[config.mk]
export PLATFORM = sky130hd
export DESIGN_NAME = dirty_line_run_tracker
export DESIGN_NICKNAME = d
export VERILOG_FILES = /design/src/hdl/dlrt_pkg.sv /design/src/hdl/dlrt_ram.sv /design/src/hdl/dlrt_run_acc.sv /design/src/hdl/dirty_line_run_tracker.sv
export SDC_FILE = /design/constraint.sdc
export NUM_CORES = 1
export LEC_CHECK = 0
export ABC_AREA = 1
export BUFFER_PORTS_ARGS = -buffer_cell sky130_fd_sc_hd__buf_4
export CAP_MARGIN = 20
export CELL_PAD_IN_SITES_DETAIL_PLACEMENT = 0
export CELL_PAD_IN_SITES_GLOBAL_PLACEMENT = 1
export CORE_MARGIN = 2
export CORE_UTILIZATION = 45
export DETAILED_ROUTE_END_ITERATION = 10
export PLACE_DENSITY = 0.76
export SETUP_SLACK_MARGIN = 0.1
export SYNTH_ARGS = -nofsm -noshare
export SYNTH_HDL_FRONTEND = slang
export SYNTH_SLANG_ARGS = --single-unit
[constraint.sdc]
create_clock -name aclk -period 12.4 [get_ports aclk]
set_clock_uncertainty 0.15 [all_clocks]
set_input_delay 1.24 -clock aclk [delete_from_list [all_inputs] [get_ports aclk]]
set_output_delay 1.24 -clock aclk [all_outputs]
set_load 0.005 [all_outputs]
[src/hdl/dlrt_pkg.sv]
// ----------------------------------------------------------------------------
// dlrt_pkg
// Shared types and constants of the dirty line run tracker.
// ----------------------------------------------------------------------------
package dlrt_pkg;

    localparam int MAX_LINES    = 256;
    localparam int MAX_RUNS     = 16;
    localparam int RESULT_LIMIT = 16;
    localparam int RUN_LIMIT    = (MAX_RUNS < RESULT_LIMIT) ? MAX_RUNS : RESULT_LIMIT;

    localparam int LINE_W  = 8;
    localparam int COUNT_W = 9;
    localparam int MODE_W  = 2;
    localparam int LIU_W   = 9;
    localparam int MRUN_W  = 5;
    localparam int CFG_W   = 9;
    localparam int RUNN_W  = $clog2(RUN_LIMIT + 1);

    typedef enum logic [MODE_W-1:0] {
        MODE_MARK  = 2'd0,
        MODE_CLEAR = 2'd1,
        MODE_QUERY = 2'd2,
        MODE_EMIT  = 2'd3
    } mode_t;

    typedef enum logic {
        REG_LINES_IN_USE = 1'b0,
        REG_MAX_RUNS     = 1'b1
    } cfg_index_t;

    typedef struct packed {
        logic [MODE_W-1:0] mode;
        logic [LINE_W-1:0] line;
    } dlrt_req_t;

    typedef struct packed {
        logic               line_is_dirty;
        logic               run_valid;
        logic [LINE_W-1:0]  run_first;
        logic [COUNT_W-1:0] run_count;
        logic               last_result;
    } dlrt_rsp_t;

    typedef struct packed {
        logic               valid;
        logic [LINE_W-1:0]  first;
        logic [COUNT_W-1:0] count;
    } dlrt_run_t;

endpackage

[src/hdl/dlrt_ram.sv]
// ----------------------------------------------------------------------------
// dlrt_ram
// Generic simple dual port RAM, one write port, one registered read port.
// ----------------------------------------------------------------------------
module dlrt_ram #(
    parameter int WIDTH = 1,
    parameter int DEPTH = 256
) (
    input  logic                     aclk,
    input  logic                     we,
    input  logic [$clog2(DEPTH)-1:0] waddr,
    input  logic [WIDTH-1:0]         wdata,
    input  logic                     re,
    input  logic [$clog2(DEPTH)-1:0] raddr,
    output logic [WIDTH-1:0]         rdata
);

    logic [WIDTH-1:0] mem [DEPTH];

    always_ff @(posedge aclk) begin
        if (we) begin
            mem[waddr] <= wdata;
        end
        if (re) begin
            rdata <= mem[raddr];
        end
    end

endmodule

[src/hdl/dlrt_run_acc.sv]
// ----------------------------------------------------------------------------
// dlrt_run_acc
// Run builder: folds scanned dirty bits into runs and closes finished runs.
// ----------------------------------------------------------------------------
module dlrt_run_acc (
    input  logic                       aclk,
    input  logic                       aresetn,
    input  logic                       start,
    input  logic                       step,
    input  logic                       dirty,
    input  logic [dlrt_pkg::LINE_W-1:0] idx,
    input  logic [dlrt_pkg::RUNN_W-1:0] limit,
    output dlrt_pkg::dlrt_run_t        closed,
    output dlrt_pkg::dlrt_run_t        current
);

    import dlrt_pkg::*;

    logic [LINE_W-1:0]  first_reg, first_next;
    logic [COUNT_W-1:0] count_reg, count_next;
    logic [RUNN_W-1:0]  n_reg, n_next;
    logic [COUNT_W:0]   run_end;
    logic               adjacent;

    assign run_end  = {2'b00, first_reg} + {1'b0, count_reg};
    assign adjacent = (n_reg != '0) && (run_end == {2'b00, idx});

    always_comb begin
        first_next   = first_reg;
        count_next   = count_reg;
        n_next       = n_reg;
        closed.valid = 1'b0;
        closed.first = first_reg;
        closed.count = count_reg;
        if (start) begin
            n_next = '0;
        end else if (step && dirty) begin
            if (adjacent) begin
                count_next = count_reg + 1'b1;
            end else if (n_reg < limit) begin
                closed.valid = (n_reg != '0);
                first_next   = idx;
                count_next   = COUNT_W'(1);
                n_next       = n_reg + 1'b1;
            end else begin
                count_next = {1'b0, idx} - {1'b0, first_reg} + 1'b1;
            end
        end
    end

    assign current.valid = (n_reg != '0);
    assign current.first = first_reg;
    assign current.count = count_reg;

    always_ff @(posedge aclk) begin
        if (!aresetn) begin
            n_reg <= '0;
        end else begin
            n_reg <= n_next;
        end
        first_reg <= first_next;
        count_reg <= count_next;
    end

endmodule

[src/hdl/dirty_line_run_tracker.sv]
// ----------------------------------------------------------------------------
// dirty_line_run_tracker
// Dirty bit store per display line with mark, clear, query and run scan.
// ----------------------------------------------------------------------------
// Requests enter on s_valid/s_ready with s_data (mode, line); results leave
// on m_valid/m_ready with m_data. Configuration is a plain write port.
// Mark: no result; back-to-back marks run at one per cycle. Clear: writes
// zero through the 256-entry bit RAM, one entry per cycle, and the next
// request is taken only once the pass ends. Query: one read of the RAM; the
// result is loaded into the output register from the query state once that
// register is free, and the block then returns to idle for the next request.
// Scan: one RAM read per line in use, a two-stage read/evaluate loop; each
// run closed during the sweep is emitted as it closes, the final one at the
// end. Reset runs a clearing pass over all 256 entries with s_ready low;
// config writes are taken throughout. While the receiver stalls, the output
// register holds its result and a scan pauses until the output register is
// free.
// ----------------------------------------------------------------------------
module dirty_line_run_tracker (
    input  logic                        aclk,
    input  logic                        aresetn,
    input  logic                        s_valid,
    output logic                        s_ready,
    input  dlrt_pkg::dlrt_req_t         s_data,
    output logic                        m_valid,
    input  logic                        m_ready,
    output dlrt_pkg::dlrt_rsp_t         m_data,
    input  logic                        cfg_we,
    input  logic                        cfg_index,
    input  logic [dlrt_pkg::CFG_W-1:0]  cfg_wdata
);

    import dlrt_pkg::*;

    localparam int ADDR_W = $clog2(MAX_LINES);

    typedef enum logic [1:0] {
        ST_CLEAR,
        ST_IDLE,
        ST_QUERY,
        ST_SCAN
    } state_t;

    state_t             state_reg, state_next;
    logic [ADDR_W-1:0]  clr_idx_reg, clr_idx_next;
    logic [LIU_W-1:0]   scan_idx_reg, scan_idx_next;
    logic               pend_reg, pend_next;
    logic [LINE_W-1:0]  pidx_reg, pidx_next;
    logic               qok_reg, qok_next;
    logic               m_valid_reg, m_valid_next;
    dlrt_rsp_t          m_data_reg, m_data_next;
    logic [LIU_W-1:0]   lines_reg;
    logic [MRUN_W-1:0]  runs_reg;

    logic [LIU_W-1:0]   nl;
    logic [RUNN_W-1:0]  limit;
    logic               in_range;
    logic               accept;
    logic               can_emit;
    logic               issue;
    logic               proc;
    logic               acc_start;
    logic               ram_we;
    logic [ADDR_W-1:0]  ram_waddr;
    logic               ram_wdata;
    logic               ram_re;
    logic [ADDR_W-1:0]  ram_raddr;
    logic               ram_rdata;
    dlrt_run_t          closed;
    dlrt_run_t          current;

    assign nl = (lines_reg > LIU_W'(MAX_LINES)) ? LIU_W'(MAX_LINES) : lines_reg;
    assign limit = (runs_reg > MRUN_W'(RUN_LIMIT)) ? RUNN_W'(RUN_LIMIT)
                                                   : RUNN_W'(runs_reg);
    assign in_range = ({1'b0, s_data.line} < nl);
    assign s_ready  = (state_reg == ST_IDLE);
    assign accept   = s_valid && s_ready;
    assign can_emit = !m_valid_reg || m_ready;
    assign proc     = (state_reg == ST_SCAN) && pend_reg && can_emit;
    assign issue    = (state_reg == ST_SCAN) && (scan_idx_reg < nl) && (!pend_reg || proc);
    assign acc_start = accept && (mode_t'(s_data.mode) == MODE_EMIT);

    always_comb begin
        ram_we    = 1'b0;
        ram_waddr = s_data.line;
        ram_wdata = 1'b1;
        ram_re    = 1'b0;
        ram_raddr = s_data.line;
        if (state_reg == ST_CLEAR) begin
            ram_we    = 1'b1;
            ram_waddr = clr_idx_reg;
            ram_wdata = 1'b0;
        end else if (accept && mode_t'(s_data.mode) == MODE_MARK) begin
            ram_we = in_range;
        end
        if (accept && mode_t'(s_data.mode) == MODE_QUERY) begin
            ram_re = 1'b1;
        end else if (issue) begin
            ram_re    = 1'b1;
            ram_raddr = scan_idx_reg[ADDR_W-1:0];
        end
    end

    dlrt_ram #(
        .WIDTH (1),
        .DEPTH (MAX_LINES)
    ) u_map (
        .aclk  (aclk),
        .we    (ram_we),
        .waddr (ram_waddr),
        .wdata (ram_wdata),
        .re    (ram_re),
        .raddr (ram_raddr),
        .rdata (ram_rdata)
    );

    dlrt_run_acc u_acc (
        .aclk    (aclk),
        .aresetn (aresetn),
        .start   (acc_start),
        .step    (proc),
        .dirty   (ram_rdata),
        .idx     (pidx_reg),
        .limit   (limit),
        .closed  (closed),
        .current (current)
    );

    always_comb begin
        state_next    = state_reg;
        clr_idx_next  = clr_idx_reg;
        scan_idx_next = scan_idx_reg;
        pend_next     = pend_reg;
        pidx_next     = pidx_reg;
        qok_next      = qok_reg;
        m_valid_next  = m_valid_reg && !m_ready;
        m_data_next   = m_data_reg;
        unique case (state_reg)
            ST_CLEAR: begin
                clr_idx_next = clr_idx_reg + 1'b1;
                if (clr_idx_reg == ADDR_W'(MAX_LINES - 1)) begin
                    state_next = ST_IDLE;
                end
            end
            ST_IDLE: begin
                if (accept) begin
                    unique case (mode_t'(s_data.mode))
                        MODE_MARK: state_next = ST_IDLE;
                        MODE_CLEAR: begin
                            clr_idx_next = '0;
                            state_next   = ST_CLEAR;
                        end
                        MODE_QUERY: begin
                            qok_next   = in_range;
                            state_next = ST_QUERY;
                        end
                        MODE_EMIT: begin
                            scan_idx_next = '0;
                            pend_next     = 1'b0;
                            state_next    = ST_SCAN;
                        end
                        default: state_next = ST_IDLE;
                    endcase
                end
            end
            ST_QUERY: begin
                if (can_emit) begin
                    m_valid_next = 1'b1;
                    m_data_next  = '0;
                    m_data_next.line_is_dirty = ram_rdata && qok_reg;
                    m_data_next.last_result   = 1'b1;
                    state_next   = ST_IDLE;
                end
            end
            ST_SCAN: begin
                if (proc && closed.valid) begin
                    m_valid_next = 1'b1;
                    m_data_next  = '0;
                    m_data_next.run_valid = 1'b1;
                    m_data_next.run_first = closed.first;
                    m_data_next.run_count = closed.count;
                end
                if (issue) begin
                    pend_next     = 1'b1;
                    pidx_next     = scan_idx_reg[LINE_W-1:0];
                    scan_idx_next = scan_idx_reg + 1'b1;
                end else if (proc) begin
                    pend_next = 1'b0;
                end
                if (!pend_reg && !(scan_idx_reg < nl) && can_emit) begin
                    m_valid_next = 1'b1;
                    m_data_next  = '0;
                    m_data_next.run_valid   = current.valid;
                    m_data_next.run_first   = current.valid ? current.first : '0;
                    m_data_next.run_count   = current.valid ? current.count : '0;
                    m_data_next.last_result = 1'b1;
                    state_next   = ST_IDLE;
                end
            end
            default: state_next = ST_IDLE;
        endcase
    end

    always_ff @(posedge aclk) begin
        if (!aresetn) begin
            state_reg    <= ST_CLEAR;
            clr_idx_reg  <= '0;
            scan_idx_reg <= '0;
            pend_reg     <= 1'b0;
            m_valid_reg  <= 1'b0;
            lines_reg    <= LIU_W'(256);
            runs_reg     <= MRUN_W'(16);
        end else begin
            state_reg    <= state_next;
            clr_idx_reg  <= clr_idx_next;
            scan_idx_reg <= scan_idx_next;
            pend_reg     <= pend_next;
            m_valid_reg  <= m_valid_next;
            if (cfg_we) begin
                unique case (cfg_index_t'(cfg_index))
                    REG_LINES_IN_USE: lines_reg <= cfg_wdata[LIU_W-1:0];
                    REG_MAX_RUNS:     runs_reg  <= cfg_wdata[MRUN_W-1:0];
                    default:          lines_reg <= lines_reg;
                endcase
            end
        end
        pidx_reg   <= pidx_next;
        qok_reg    <= qok_next;
        m_data_reg <= m_data_next;
    end

    assign m_valid = m_valid_reg;
    assign m_data  = m_data_reg;

endmodule
* Yosys cells after proc, flatten, opt, wreduce, memory -nomap -nowiden *
Memory sizes are Yosys's and may differ from the RTL's. A register that Yosys moved wholly into a read port is not among the register bits.
Index checks and enable logic that the tools add are counted.

word-level totals
  memories = 1
  flip-flop bits (word level) = 86
  output and inout port bits = 22
  bits in writable memories = 256
  logic and storage cells = 137
  input bits = 25

memories
  name       words  width  rd ports  clocked after Yosys merged registers in  wr ports  line            text
  u_map.mem  256    1      1         1                                        1         dlrt_ram.sv:18  logic [WIDTH-1:0] mem [DEPTH];

operators by class
  multiplexer cells = 46
  add/sub/neg operators = 7
  bitwise gates (word level) = 4
  eq/ne operators = 17
  reductions and logical operators = 40
  order comparisons = 5

operators by type and width
  kind                                                   number
  2-to-1 mux 9 bit                                       7
  2-to-1 mux 20 bit                                      3
  2-to-1 mux 8 bit                                       6
  one-hot mux 20 bit (2 select lines)                    1
  adder 9 x 1 -> 9 bit (second input constant)           3
  2-to-1 mux 1 bit                                       18
  one-hot mux 9 bit (2 select lines)                     1
  one-hot mux 2 bit (4 select lines)                     2
  one-hot mux 8 bit (2 select lines)                     1
  AND reduction 4 bit                                    4
  logical AND 1 bit                                      15
  AND reduction 3 bit                                    4
  adder 8 x 9 -> 10 bit                                  1
  equality test 10 x 8 -> 1 bit                          1
  != test 2 x 1 -> 1 bit (second input constant)         5
  greater-than comparator 9 bit (second input constant)  1
  less-than comparator 8 x 9 -> 1 bit                    1
  less-than comparator 9 bit                             1
  subtractor 8 x 8 -> 9 bit                              1
  adder 8 x 1 -> 8 bit (second input constant)           1
  equality test 2 bit (second input constant)            4
  equality test 8 bit (second input constant)            1
  2-to-1 mux 2 bit                                       4
  AND reduction 2 bit                                    4
  16 further kinds                                       29

* Depth between registers and ports, before layout *
Gate-level depths: netlist of run 1.

  word-level depth = 11
  depth in mapped cells = 25

* By module *
From an unflattened synthesis of run 1, not the netlist that was laid out.

unflattened totals
  cells, all modules = 1925
  area total of the unflattened synthesis = 17464.2 µm²

by module, submodules not included
  module                  area each (µm²)  seq. area each (µm²)  instances  cells each
  dlrt_ram                11727.5          7717.4                1          1184
  dirty_line_run_tracker  3545.9           1571.5                1          468
  dlrt_run_acc            2190.9           610.6                 1          273

* Worst setup path before layout of run 1 *
Ideal clock, no wire load.

  path kind = register to register
  start point = register state_reg[0]
  end point = memory u_map.mem[45] (enable)
  stages on the path, launching flop included = 10
  data arrival time = 3665 ps
  setup slack = 8283 ps
  cell sequence = dfxtp_1 nor2_1 inv_1 buf_2 buf_2 o21ai_0 nor2_1 nand2_1 clkbuf_1 nor2_1

between the ends
  longest elaborated chain between the ends = 7

ends and longest elaborated chain
  item                                    line                           text
  from (decl)                             dirty_line_run_tracker.sv:44   state_t state_reg, state_next;
  from (signal assigned)                  dirty_line_run_tracker.sv:214  state_reg <= state_next;
  equality test 2 x 1 -> 1 bit            dirty_line_run_tracker.sv:76   assign s_ready = (state_reg == ST_IDLE);
  logical AND 1 bit                       dirty_line_run_tracker.sv:77   assign accept = s_valid && s_ready;
  logical AND 1 bit                       dirty_line_run_tracker.sv:93   end else if (accept && mode_t'(s_data.mode) == MODE_MARK) begin
  2-to-1 mux 1 bit                        dirty_line_run_tracker.sv:93
  2-to-1 mux 1 bit                        dirty_line_run_tracker.sv:89   if (state_reg == ST_CLEAR) begin
  2-to-1 mux 1 bit                        dlrt_ram.sv:21                 if (we) begin
  2-to-1 mux 1 bit (implied by the code)  dlrt_ram.sv:22                 mem[waddr] <= wdata;
  to (decl)                               dlrt_ram.sv:18

Parallel ways exist; a longest one is shown, timed or not.

* Worst setup path after layout of run 1 *
  start point = register lines_reg[4]
  end point = register u_map.rdata (read register of u_map.mem), data pin

between the ends
  longest elaborated chain between the ends = 7

ends and longest elaborated chain
  item                                                  line                           text
  from (decl)                                           dirty_line_run_tracker.sv:52   logic [LIU_W-1:0] lines_reg;
  from (signal assigned)                                dirty_line_run_tracker.sv:221  REG_LINES_IN_USE: lines_reg <= cfg_wdata[LIU_W-1:0];
  from (signal assigned)                                dirty_line_run_tracker.sv:223  default: lines_reg <= lines_reg;
  greater-than comparator 9 bit                         dirty_line_run_tracker.sv:72   assign nl = (lines_reg > LIU_W'(MAX_LINES)) ? LIU_W'(MAX_LINES) : lines_reg;
  2-to-1 mux 9 bit (*)                                  dirty_line_run_tracker.sv:72
  less-than comparator 9 bit (*)                        dirty_line_run_tracker.sv:80   assign issue = (state_reg == ST_SCAN) && (scan_idx_reg < nl) && (!pend_reg || proc);
  logical AND 1 bit (*) (2 in a row)                    dirty_line_run_tracker.sv:80
  2-to-1 mux 8 bit or 2-to-1 mux 1 bit (tied branches)  dirty_line_run_tracker.sv:98   end else if (issue) begin
  2-to-1 mux 8 bit or 2-to-1 mux 1 bit (tied branches)  dirty_line_run_tracker.sv:96   if (accept && mode_t'(s_data.mode) == MODE_QUERY) begin
  to (decl)                                             dlrt_ram.sv:15                 output logic [WIDTH-1:0] rdata

Every way passes the cells marked *; elsewhere a longest branch is shown, timed or not.
A chain may end at the register's enable or synchronous reset.

==> metrics.txt, run 1 <==
fin crit share 40.3%; Reg clk slew, reported paths 60 ps; WL per Instance 17.5 um; worst-skew pair later-pin latency 550 ps; share of cells above drive strength 1 6.86%; Slew Limit Fails 0; status finished clean; Initial DRT Pass Iterations 8; Setup violations, final 0; Die H 201 um; Async S/R FF share, synth 0%; PwrDens 173 mW/mm^2; pin count of the biggest net entering global routing 115; Mean Syn Cell Area 8.76 um^2; area leader, netlist edfxtp_1; Starting Density 45.4%; Worst-Margin Slew 1180 ps; # resized after CTS 0; most used cell, CP nand3_1; commonest non-fill, non-tap cell in the layout nand2_1; fin util 50.4%; Critical Path Start Type register; CP max-delay cell buf_4; most frequent cells in the layout 439 x nand2_1, 345 x nor2_1, 303 x edfxtp_1; filler cell count 3747; Worst Path Required 12560 ps; CTS buffer count 39; min cycle time layout 4990 ps; synth top area cells edfxtp_1 52%, nand2_1 9.4%, nor2_1 7.4%, nand3_1 7.4%, inv_1 6.2%; Mapped Area 0.0175 mm^2; crit path kind register to register; clock root buffer clkbuf_16; Global Route Usage Sum 22.3%; DRT Wirelength 44600 um; Placeable Area 0.0386 mm^2; CTS tree done; Post-synth EDFFs 303; Hold Path Class register to register; fmax 0.200 GHz; die width 201 um; CP max stage delay 730 ps; Clock Path Buffers 3; combinational group share of total power 23.8%; Synth warnings 0; setup bufs post-CTS 0; Critical Path AT 5150 ps; net switching power 1120 uW; critical path, cell by cell nor4_1, nand3_1, nand2_1, nand2_1, ha_1, nand2_1, inv_2, nand2_1, nand2_1, a21oi_2, nand4_2, nand2_4, buf_4, nand2_1, nand3_1, nand3_1, nand3_1, nand3_1, nand3_1, nand3_1, nand3_1, nand2_1; hold_buf cts 0; RSZ-0062 raised after global routing false; Unique masters post-synth 44; max_cap viols 0; Post-Syn Nets 2077; initial antenna violation count 0; ant diodes 0; r2r setup slk 7410 ps; Synth Register Bits 343; peak supply drop 0.147 mV; register share of total power 44.6%; number of flip-flops under the largest register name 256; Leak 0.00797 uW; via count 13200; Slew headroom 21.2%; Port Buffers 46; synthesis-to-layout area growth 10.9%; Rows 72; Hold Fails Final Rpt 0; Clock power frac 31.6%; grt total ovfl 0; vias in the first global route 12500; crit path capture type register; Antenna Nets Post-Route 0; die area 0.0405 mm^2; internal power 2250 uW; share of the synthesized area in the top cell type 52.0%; crit path max fanout 69; post-synthesis sequential area ratio 56.6%; global-route wire length before repair 70200 um; CTS H-tree lvls 2; Setup TNS Final 0 ps; GPL Wtd Cong 0.827; Post-DP HPWL 27500 um; Top Ports 47; Switching Fraction 33.3%; drt drc 0; predominant post-synthesis flop cell edfxtp_1; Initial DRC Count 1144; Sink Count 343; final net count 2094; via/cell ratio 5.15; Post-Syn Instances 1999
==> routing by layer <==
metal / part of all wire, % / wire length (um) / global-route usage, %
met1: 46 / 20700 / 31.4
met2: 46 / 20600 / 35.7
met3: 4.9 / 2190 / 3.24
met4: 2.5 / 1110 / 7.33
met5: 0 / 0 / 0
==> critical path: cells and delay by family (launching register included) <==
family                     cells  cell delay [ps]
AOI/OAI and AO/OA              1              210
adders and majority gates      1              300
buffers and inverters          2              770
DFF                            1              320
and+or+nand+nor               18             2870
==> power by group through the flow <==
stage          Combinational [uW]  Sequential, uW  Clock (uW)
2_1_floorplan                 502            1540           0
3_3_place_gp                  783            1530           0
3_5_place_dp                  800            1530           0
4_1_cts                       802            1500        1090
5_1_grt                       892            1510        1130
6_report                      801            1500        1060
==> cell type report <==
cell class                      count  area [um^2]  share of cell area (%)
Clock buffer                       51         1070                    5.53
Clock inverter                     14         80.1                   0.412
Inverter                          295         1110                    5.74
Multi-Input combinational cell   1274         6070                    31.2
Sequential cell                   343         9900                    51.0
Tap cell                          518          648                    3.34
Timing Repair Buffer               63          538                    2.77
==> synth_stat cells, drive strengths merged, types with 11 or more instances <==
library cell and count:
nand2 444, nor2 347, edfxtp 303, inv 292, nand3 259, buf 58
o21ai 53, ha 51, dfxtp 40, a21oi 38, clkbuf 29, xor2 16
nand4 15, nor3 12, o211ai 11
==> cell families after synthesis <==
kind of cell | after synthesis | share of synthesized area, %
AOI/OAI and AO/OA | 111 | 3.61
xor gates and xnor gates | 21 | 1.05
adders and majority gates | 53 | 3.87
buffers and inverters | 382 | 8.93
DFF | 343 | 56.6
and+or+nand+nor | 1089 | 26.0
==> per-stage QoR <==
| step | instance area, um^2 | hold WS [ps] | cells | worst slack (ps) | power, uW |
|---|---|---|---|---|---|
| floorplan | 17500 | 276 | 1999 | 8280 | 2040 |
| global placement | 18200 | 287 | 2488 | 7350 | 2310 |
| detailed placement | 18200 | 291 | 2491 | 7440 | 2330 |
| CTS | 19400 | 304 | 2556 | 7410 | 3390 |
| global route | 19400 | 316 | 2558 | 6960 | 3530 |
| finish | 19400 | 300 | 2558 | 7410 | 3370 |
==> final timing paths <==
check / to / startpoint / depth (start not counted)
hold reg to reg: u_acc.first_reg[1] / pidx_reg[1] / 0
hold / removal: u_acc.first_reg[1] / pidx_reg[1] / 0
setup / recovery: u_map.rdata / lines_reg[4] / 22
setup reg to reg: u_map.rdata / lines_reg[4] / 22
No activity file was read; power rests on OpenSTA's default activity.
==> run 2: changes to the inputs <==
--- a/config.mk
+++ b/config.mk
@@ -5,7 +5,7 @@
 export SDC_FILE = /design/constraint.sdc
 export NUM_CORES = 1
 export LEC_CHECK = 0
-export ABC_AREA = 1
+export ABC_AREA = 0
 export BUFFER_PORTS_ARGS = -buffer_cell sky130_fd_sc_hd__buf_4
 export CAP_MARGIN = 20
 export CELL_PAD_IN_SITES_DETAIL_PLACEMENT = 0
@@ -13,7 +13,7 @@
 export CORE_MARGIN = 2
 export CORE_UTILIZATION = 45
 export DETAILED_ROUTE_END_ITERATION = 10
-export PLACE_DENSITY = 0.76
+export PLACE_DENSITY = 0.74
 export SETUP_SLACK_MARGIN = 0.1
 export SYNTH_ARGS = -nofsm -noshare
 export SYNTH_HDL_FRONTEND = slang
==> constraint.sdc (replaced) <==
create_clock -name aclk -period 4.9 [get_ports aclk]
set_clock_uncertainty 0.15 [all_clocks]
set_input_delay 0.49 -clock aclk [delete_from_list [all_inputs] [get_ports aclk]]
set_output_delay 0.49 -clock aclk [all_outputs]
set_load 0.005 [all_outputs]
==> run 2 against run 1 <==
Flip-flop and latch count unchanged. Global-route usage up 2.8 points. Die area down 2.7%. Maximum frequency up 11%. Non-clock buffer count up 40. First-iteration DRC count up 20%. Critical path depth down 4. Wire length up 9.4%. Total power up 90%. Sequential power up 110%. Largest power group unchanged. Highest routed layer unchanged.
==> metrics.txt, run 2 <==
CP max stage delay 540 ps; predominant post-synthesis flop cell edfxtp_1; Hold Startpoint cfg_wdata[8]; Post-synth EDFFs 303; Reg clk slew, reported paths 60 ps; Placement Cell Area 0.0182 mm^2; share of cells above drive strength 1 12.5%; status finished clean; Critical Path AT 4690 ps; final net count 1741; Hold Path Depth 3; min cycle time layout 4520 ps; Starting Density 45.4%; Finished Layout Cells 2204; Initial DRT Pass Iterations 5; Async S/R FF share, synth 0%; Placeable Area 0.0375 mm^2; Post-Syn Nets 1678; Mapped Area 0.0170 mm^2; worst-skew pair later-pin latency 560 ps; Post-Syn Instances 1600; Post-DP HPWL 32100 um; Synth warnings 0; Antenna Nets Post-Route 0; pin count of the biggest net entering global routing 112; fin crit share 92.2%; commonest non-fill, non-tap cell in the layout nor2_1; Leak 0.00684 uW; ant diodes 0; crit path max fanout 42; crit path capture type register; Setup violations, final 0; CTS buffer count 39; clock root buffer clkbuf_16; Final Power 6390 uW; Top Ports 47; Sink Count 343; most frequent cells in the layout 322 x nor2_1, 303 x edfxtp_1, 258 x nand2_1; Global Route Usage Sum 25.2%; Mean Syn Cell Area 10.6 um^2; critical path, cell by cell clkinvlp_4, buf_4, nand2_1, ha_1, nand2_1, o21ai_1, a211oi_2, buf_4, a21oi_1, nor2_4, buf_12, nor2_1, buf_4, a32o_1, a2111oi_1, a31oi_1, nor4bb_1, a2111oi_1; Setup TNS Final 0 ps; area leader, netlist edfxtp_1; Placed Instances 2130; synthesis-to-layout area growth 14.2%; Port Buffers 46; Rows 71; Die H 198 um; Clock Path Buffers 3; fmax 0.221 GHz; crit path launch lines_reg[8]; crit path kind register to register; Worst Path Required 5080 ps; WL per Instance 22.2 um; share of the synthesized area in the top cell type 53.5%; Initial DRC Count 1378; PwrDens 329 mW/mm^2; CTS H-tree lvls 2; Hold Fails Final Rpt 0; CTS tree done; global-route wire length before repair 74000 um; grt total ovfl 0; max_cap viols 0; vias in the first global route 12300; most used cell, CP buf_4; peak supply drop 0.270 mV; CP max-delay cell a2111oi_1; most common cell in the synthesized netlist nor2_1; FF-to-FF path depth 18; fin util 51.9%; die area 0.0394 mm^2; DRT Wirelength 48800 um; RSZ-0062 raised after global routing false; post-synthesis sequential area ratio 58.2%; Slew Limit Fails 0; via count 12700; Hold Path Class input port to register; initial antenna violation count 0; drt drc 0; reg2reg start lines_reg[8]; Critical Path Start Type register; WP buf/inv 5; via/cell ratio 5.76; Layout Cell Area excl Fill 0.0194 mm^2; number of flip-flops under the largest register name 256; Unique masters post-synth 87; CP top delay family compound AO/OA/AOI/OAI gates; synth top area cells edfxtp_1 53%, nor2_1 7.1%, nand2_1 5.7%, dfxtp_1 4.7%, ha_1 3.7%; Synth Register Bits 343; Worst-Margin Slew 1180 ps; Crit path depth 18; most frequent cells after synthesis 322 x nor2_1, 303 x edfxtp_1, 258 x nand2_1, 51 x ha_1, 50 x clkbuf_1; Slew headroom 21.3%; GPL Wtd Cong 0.926; die width 198 um
[run 2: changes by cell type in the layout (fill, tap and decap cells not counted), moves of 16 or more]
| cell | before | now |
|---|---|---|
| a21boi_0 | 0 | 16 |
| xnor2_1 | 5 | 22 |
| inv_1 | 286 | 31 |
| nand2_1 | 439 | 258 |
| nand3_1 | 259 | 46 |
| nor2_1 | 345 | 322 |
| mux2i_1 | 0 | 35 |
| buf_4 | 58 | 99 |
| and2_1 | 0 | 21 |
| and3_1 | 3 | 24 |
| a31oi_1 | 1 | 24 |
| a21o_1 | 0 | 18 |
[run 2: kinds of logic after synthesis]
kind of cell / after synthesis / synth area share, %
flops: 343 / 58.2
xor+xnor: 40 / 2.06
fa+ha+maj: 53 / 3.98
compound gates: 245 / 10.4
mux: 43 / 2.74
simple gates: 761 / 19.6
buf+inv: 115 / 3.04
[run 2: layer usage]
| layer | global-route usage, % | routed length (um) | vias up |
|---|---|---|---|
| li1 | - | - | 5872 |
| met1 | 33.7 | 20300 | 6201 |
| met2 | 41.0 | 23000 | 529 |
| met3 | 5.17 | 4090 | 88 |
| met4 | 8.32 | 1470 | 0 |
| met5 | 0 | 0 | - |
[run 2: what timing repair did]
action / in CTS / in global routing
hold buffers: 0 / 0
endpoints found under the setup margin: 0 / 1
setup buffers: 0 / 2
gates resized for setup: 0 / 7
[run 2: final timing paths]
check,endpoint,slack [ps]
worst max-delay path,u_map.rdata,380
worst min-delay path,lines_reg[8],30
worst max register to register,u_map.rdata,380
worst min register to register,runs_reg[4],320
[run 2: metrics by stage]
| stage | hold WS [ps] | setup slack, ps |
|---|---|---|
| CTS | 15.1 | 107 |
| finish | 32.3 | 384 |
| global route | 35.1 | 164 |
| global placement | 313 | 345 |
| floorplan | 285 | 275 |
| detailed placement | 320 | 160 |
[run 2: final cells by class]
cell class	instances	area, um^2
Clock buffer	51	1050
Clock inverter	20	189
Sequential cell	343	9900
Inverter	34	141
Timing Repair Buffer	103	823
Fill cell	3406	18000
Multi-Input combinational cell	1142	6700
Tap cell	511	639
[run 2: worst min-delay path: cells and delay by family]
family / cells / cell delay [ps]
simple gates: 1 / 50
buf+inv: 1 / 80
compound gates: 1 / 90
[run 2: report_power, final]
group	total [uW]	switching [uW]	internal (uW)
combinational	370	250	120
clock	2870	1190	1680
sequential	3150	9.60	3140
==> run 3: changes to the inputs <==
--- a/config.mk
+++ b/config.mk
@@ -8,12 +8,13 @@
 export ABC_AREA = 0
 export BUFFER_PORTS_ARGS = -buffer_cell sky130_fd_sc_hd__buf_4
 export CAP_MARGIN = 20
-export CELL_PAD_IN_SITES_DETAIL_PLACEMENT = 0
-export CELL_PAD_IN_SITES_GLOBAL_PLACEMENT = 1
+export CELL_PAD_IN_SITES_DETAIL_PLACEMENT = 1
+export CELL_PAD_IN_SITES_GLOBAL_PLACEMENT = 2
 export CORE_MARGIN = 2
-export CORE_UTILIZATION = 45
+export CORE_UTILIZATION = 42
 export DETAILED_ROUTE_END_ITERATION = 10
-export PLACE_DENSITY = 0.74
+export PLACE_DENSITY = 0.81
+export REMOVE_ABC_BUFFERS = 1
 export SETUP_SLACK_MARGIN = 0.1
 export SYNTH_ARGS = -nofsm -noshare
 export SYNTH_HDL_FRONTEND = slang
==> run 3 against run 2 <==
Die area rose by 7.0%. Wire length rose by 14%. Cell area rose by 0.77%. Highest routed layer unchanged. First-iteration DRC count fell by 35%. Register-to-register slack got worse by 40 ps. Maximum frequency fell by 0.84%.
==> metrics.txt, run 3 (synthesis results as in run 2) <==
number of flip-flops under the largest register name 256; Setup violations, final 0; CTS H-tree lvls 2; Global Route Usage Sum 26.7%; CTS buffer count 40; peak supply drop 0.258 mV; pin count of the biggest net entering global routing 87; Hold Path Class input port to register; Hold Fails Final Rpt 0; Slew Limit Fails 0; min cycle time layout 4550 ps; Post-DP HPWL 37600 um; Worst Path Required 5070 ps; Sink Count 343; CP top delay family simple AND/OR/NAND/NOR gates; critical path, cell by cell clkinvlp_4, buf_4, ha_1, and4_4, nor4b_4, a211oi_2, buf_4, nand3_2, nand2_2, buf_6, mux2_2, o221a_1, a2111oi_4, nand4_1, nor4_2, a2111oi_1; fin crit share 92.9%; Worst-Margin Slew 1180 ps; crit path kind register to register; Finished Layout Cells 2227; PwrDens 331 mW/mm^2; synthesis-to-layout area growth 15.1%; CP max stage delay 430 ps; status finished clean; Rows 73; Clock Path Buffers 3; die width 205 um; DRT Wirelength 55500 um; crit path capture type register; vias in the first global route 13400; via count 13000; final net count 1752; WL per Instance 24.9 um; initial antenna violation count 0; commonest non-fill, non-tap cell in the layout nor2_1; drt drc 0; CP max-delay cell dfxtp_2; CTS tree done; RSZ-0062 raised after global routing false; Top Ports 47; filler cell count 4352; share of cells above drive strength 1 12.9%; Leak 0.00691 uW; WP buf/inv 4; max_cap viols 0; area occupied by multi-input gates 0.00670 mm^2; Port Buffers 46; Die H 205 um; GPL Wtd Cong 0.956; Antenna Nets Post-Route 0; Final Power 6480 uW; most used cell, CP buf_4; Fin Hold WS 29.3 ps; Starting Density 42.7%; fmax 0.220 GHz; Critical Path Start Type register; grt total ovfl 0; Placed Instances 2152; clock root buffer clkbuf_16; die area 0.0422 mm^2; Initial DRT Pass Iterations 5; FF/Latch Area 0.00990 mm^2; Slew headroom 20.7%; global-route wire length before repair 83700 um; Initial DRC Count 902; via/cell ratio 5.83; most frequent cells in the layout 322 x nor2_1, 303 x edfxtp_1, 258 x nand2_1; crit path max fanout 22; worst-skew pair later-pin latency 580 ps; Reg clk slew, reported paths 60 ps; Placeable Area 0.0398 mm^2; Critical Path AT 4720 ps
## run 3: changes by cell type in the layout (fill, tap and decap cells not counted), sizes merged
cell      previous run  this run
buf                103       112
clkinvlp             3         5
diode                0         1
inv                 34        35
clkbuf              51        48
clkinv              14        13
## run 3: worst reg2reg max path, delay by kind of cell, from the launching register on
kind                       cells  cell delay [ps]
AOI/OAI and AO/OA              4              930
adders and majority gates      1              290
buffers and inverters          4              820
DFF                            1              430
muxes                          1              360
and+or+nand+nor                6             1330
## run 3: layer usage
metal | part of all wire, % | GRT usage [%]
met1 | 42 | 35.1
met5 | 0 | 0
met2 | 48 | 44.5
met4 | 3.5 | 9.56
met3 | 6.4 | 4.64
## run 3: area by class of cell
cell class                 count  share of cell area, %
inverter                      34                  0.709
tap                          525                   3.35
timing repair inverter         1                 0.0383
timing repair buffer         112                   4.71
clock buffer                  48                   5.37
antenna                        1                 0.0128
multi-input combinational   1142                   34.2
sequential                   343                   50.5
clock inverter                21                   1.07
## run 3: stage by stage
step / instance area, um^2 / setup slack, ps / utilization (%) / setup TNS [ps]
detailed placement: 18300 / 104 / 45.9 / 0
global placement: 18200 / 414 / 45.8 / 0
finish: 19600 / 346 / 49.2 / 0
global route: 19600 / 127 / 49.2 / 0
CTS: 19500 / 139 / 49.0 / 0
floorplan: 16600 / -2030 / - / -495490
## run 3: path summary, 6_finish.rpt
| kind | start | end | slack, ps | cells past startpoint |
|---|---|---|---|---|
| worst max-delay path | lines_reg[8] | u_map.rdata | 350 | 16 |
| worst max register to register | lines_reg[8] | u_map.rdata | 350 | 16 |
| worst min register to register | runs_reg[1] | runs_reg[1] | 320 | 2 |
| worst min-delay path | cfg_wdata[4] | runs_reg[4] | 30 | 3 |
## run 3: timing repair
| item | 4_1_cts | 5_1_grt |
|---|---|---|
| gates cloned | 0 | 1 |
| pin swaps | 0 | 0 |
| hold buffers | 0 | 0 |
| setup buffers | 0 | 3 |
| setup endpoints to repair | 1 | 1 |
| gates resized for setup | 1 | 10 |
## run 3: power by group
group | switching [uW] | leakage [uW] | internal [uW]
clock network | 1240 | 0.000610 | 1700
logic | 267 | 0.00316 | 123
registers | 10.1 | 0.00314 | 3140
